$ cat config.mk
export PLATFORM = sky130hd
export DESIGN_NAME = ldcs_sat_add
export DESIGN_NICKNAME = d
export VERILOG_FILES = /design/src/rtl/ldcs_pkg.sv /design/src/rtl/ldcs_sat_add.sv
export SDC_FILE = /design/constraint.sdc
export NUM_CORES = 1
export LEC_CHECK = 0
export BUFFER_PORTS_ARGS = -buffer_cell sky130_fd_sc_hd__buf_2
export CORE_AREA = 2 2 83 85
export DETAILED_ROUTE_END_ITERATION = 7
export DIE_AREA = 0 0 85 87
export PLACE_DENSITY_LB_ADDON = 0.08
export RECOVER_POWER = 25
export SLEW_MARGIN = 20
export SYNTH_ARGS = -nofsm -noshare
export SYNTH_HDL_FRONTEND = slang
export SYNTH_SLANG_ARGS = --single-unit
$ cat constraint.sdc
create_clock -name vclk -period 3.3
set_input_delay 0.165 -clock vclk [all_inputs]
set_output_delay 0.165 -clock vclk [all_outputs]
set_load 0.01 [all_outputs]
$ cat src/rtl/ldcs_pkg.sv
package ldcs_pkg;

  localparam int unsigned DATA_W     = 32;
  localparam int unsigned ACTIVE_W   = 11;
  localparam int unsigned COL_W      = 10;
  localparam int unsigned OP_W       = 3;

  localparam logic [ACTIVE_W-1:0] ACTIVE_W_RST = 11'd1024;

  typedef enum logic [OP_W-1:0] {
    OP_DEPOSIT = 3'd0,
    OP_CLEAR   = 3'd1,
    OP_MERGE   = 3'd2,
    OP_SWAP    = 3'd3,
    OP_READOUT = 3'd4
  } op_e;

  typedef logic signed [DATA_W-1:0] charge_t;

endpackage

$ cat src/rtl/ldcs_sat_add.sv
module ldcs_sat_add
  import ldcs_pkg::*;
(
  input  charge_t a_i,
  input  charge_t b_i,
  output charge_t sum_o
);

  logic [DATA_W:0] wide;

  assign wide = {a_i[DATA_W-1], a_i} + {b_i[DATA_W-1], b_i};

  // top two bits disagree on overflow, the carry-out gives the direction
  always_comb begin
    if (wide[DATA_W] != wide[DATA_W-1]) begin
      sum_o = wide[DATA_W] ? {1'b1, {(DATA_W-1){1'b0}}} : {1'b0, {(DATA_W-1){1'b1}}};
    end else begin
      sum_o = wide[DATA_W-1:0];
    end
  end

endmodule

==> flow_results.org <==
** Floorplan
- Height of the chip :: 87 microns
- Overall die width :: 85 microns
- Area of the die :: 7395 sq um
- Top-level port count :: 96
- Initial Utilization :: 33.35%
- The region available for standard cell placement spans 6569 sq um.
- The floorplan has 30 rows.

** Status
- Run status :: finished, final reports clean

** Clock network
- Number of hold-repair buffers added at the cts stage :: 0
- Post-CTS setup-driven buffer insertion count :: 0
- After clock tree synthesis, the repair step resized 0 gates.

** Final layout
- Utilization after layout :: 41.62%
- Commonest cells after routing, fill and taps aside :: 92 x buf_2, 41 x a21oi_1, 32 x ha_1
- The sequential cells in the finished layout cover a total of 0 sq um.
- There are 0 flip-flops and latches.
- Area growth from synthesis to final layout :: 24.79%
- Clock tree buffer count of the final layout :: 0
- The repair_antennas step left the layout with diodes totalling 0.
- Of the cells placed in the final design, the portion with a size suffix greater than 1 is 30.61%.
- Most common library cell in the layout ignoring fill and taps :: buf_2
- Filler cells :: 748
- Layout Nets :: 491

** Logic synthesis
- Counting every net in the synthesized netlist gives 402.
- Synthesis produced 305 cells.
- The number of different library cells used by synthesis comes to 58.
- After synthesis the cells add up to 2191 sq um.
- Synth Area per Inst :: 7.183 sq um
- The Yosys step of the flow raised 0 warnings.
- Seq/Total Area, Yosys :: 0%

** STA
- Setup violations remaining at the end of the flow were counted as 0.
- In this run the tightest slew margin relative to its limit is 64.86%.
- The number of pins exceeding their max-slew limit in the final report was 0.
- Post-route minimum period :: 2.952 ns
- Setup repair after global routing missed its margin :: false
- Final-report hold violation count :: 0
- Final sum of negative setup slack :: 0 ns
- Final-layout worst hold slack :: 0.8218 ns
- Timing would allow up to 0.3388 GHz.
- Post-route fraction of the period consumed by the critical path :: 89.45%
- At the pin with the least slew margin, the transition time is 0.5227 ns.

** GRT
- Pin count of the biggest net entering global routing :: 29
- Number of antenna violations at the first check in global routing :: 0
- Total congestion overflow :: 0
- Vias in the first global route :: 2533
- In the global route stage, overall resource usage came out at 17.69%.
- The first global-routing pass estimated 11300 microns of wire.

** Routing
- Vias per inst :: 5.517
- Initial drt markers :: 82
- Wires add up to 6757 microns.
- Routed length per instance :: 14.32 microns
- Once detail routing completed, the nets flagged for antenna violations numbered 0.
- For this run, design rule violations remaining after detail routing come to 0.
- The first detailed-routing pass ran for 4 iterations.
- For this block, the via count after detailed routing is 2604.

** Power and ir drop
- Dividing total power by cell area gives a power density of 284.6 nW/um^2.
- Worst VDD drop :: 0.1219 mV
- Leakage component of the power :: 1.267 nW

** Job
- Max Cap Viol :: 0

** Setup path
- CP Capture Type :: output pin
- Along the worst path, the maximum fanout reaches 3.
- For the worst setup path, the data arrival time is 2.79 ns.
- STA puts the critical path data required time at 3.13 ns.
- The worst setup path is of the in -> out kind.
- Worst Setup Start Kind :: primary input

** Placed design
- Detailed placement finished with a half-perimeter wire length of 5707 microns.
- I/O Buffers :: 96
- At the end of routability-driven placement, the weighted congestion stood at 0.8215.

** Worst hold path
- The tightest min-delay check is of the in -> out type.
synth_stat cells (4+ instances only):
cell / count / share of area [%]
o21bai_1: 4 / 1.4
o211ai_1: 4 / 1.4
o21a_1: 4 / 1.4
nand3_1: 9 / 2.1
and3_1: 4 / 1.1
ha_1: 32 / 18
xnor2_1: 11 / 4.4
nand2b_1: 5 / 1.4
a21o_1: 9 / 3.1
inv_1: 12 / 2.1
nor3_1: 4 / 0.91
o21ai_1: 6 / 1.4
a21oi_1: 40 / 9.1
a211oi_1: 4 / 1.4
a31oi_1: 5 / 1.4
a21oi_2: 10 / 4.0
o21ai_0: 21 / 4.8
nand4_1: 7 / 2.0
clkbuf_1: 6 / 1.0
nand2_1: 29 / 5.0
xor2_1: 16 / 6.4
nor2_1: 14 / 2.4
cell families (layout without fill, tap and decap cells):
group | Yosys count | after routing | share of synthesized area (%)
fa+ha+maj | 36 | 36 | 20.56
buf+inv | 25 | 112 | 5.311
mux | 1 | 1 | 0.4569
simple gates | 81 | 81 | 18.10
compound gates | 134 | 134 | 43.52
xor+xnor | 28 | 28 | 12.05
worst max-delay path, stage by stage:
cell      delay, ns
buf_2          0.08
ha_1           0.17
inv_1          0.06
fa_1           0.38
nand2b_1       0.19
a211oi_1       0.29
buf_4          0.17
o211ai_1       0.09
nand4b_1       0.15
a41oi_1        0.22
o41ai_1        0.40
xnor2_1        0.16
o21ai_0        0.09
buf_2          0.16
final timing paths:
path	startpoint	to	cells after the start
worst min-delay path	b_i[0]	sum_o[0]	5
worst max-delay path	a_i[0]	sum_o[30]	14
cell type report:
type,instances,area (sq um),share of cell area [%]
Multi-Input combinational cell,280,2071,75.74
Inverter,12,45.04,1.648
Tap cell,80,100.1,3.661
Timing Repair Buffer,100,518.0,18.95
where the power goes:
part	internal (mW)	switching, mW
combinational	0.326	0.452
clock	0	0
sequential	0	0
total	0.326	0.452
routing by layer:
metal	up-vias	track usage, %	wire length (microns)
met5	-	0	0
met4	0	1.732	43
met3	4	0.7583	282
met2	72	33.03	3360
met1	1195	23.26	3071
li1	1333	-	-
metrics by stage:
| step | worst slack, ns | cell area (sq um) | std cells | total power, mW |
|---|---|---|---|---|
| 2_1_floorplan | 0.7348 | 2191 | 305 | 0.5372 |
| 3_3_place_gp | 0.3755 | 2743 | 472 | 0.7861 |
| 3_5_place_dp | 0.3091 | 2743 | 472 | 0.7859 |
| 4_1_cts | 0.2885 | 2743 | 472 | 0.7898 |
| 5_1_grt | 0.02171 | 2734 | 472 | 0.8635 |
| 6_report | 0.3482 | 2734 | 472 | 0.7782 |
Note: power is estimated with default switching activity, not from simulation.
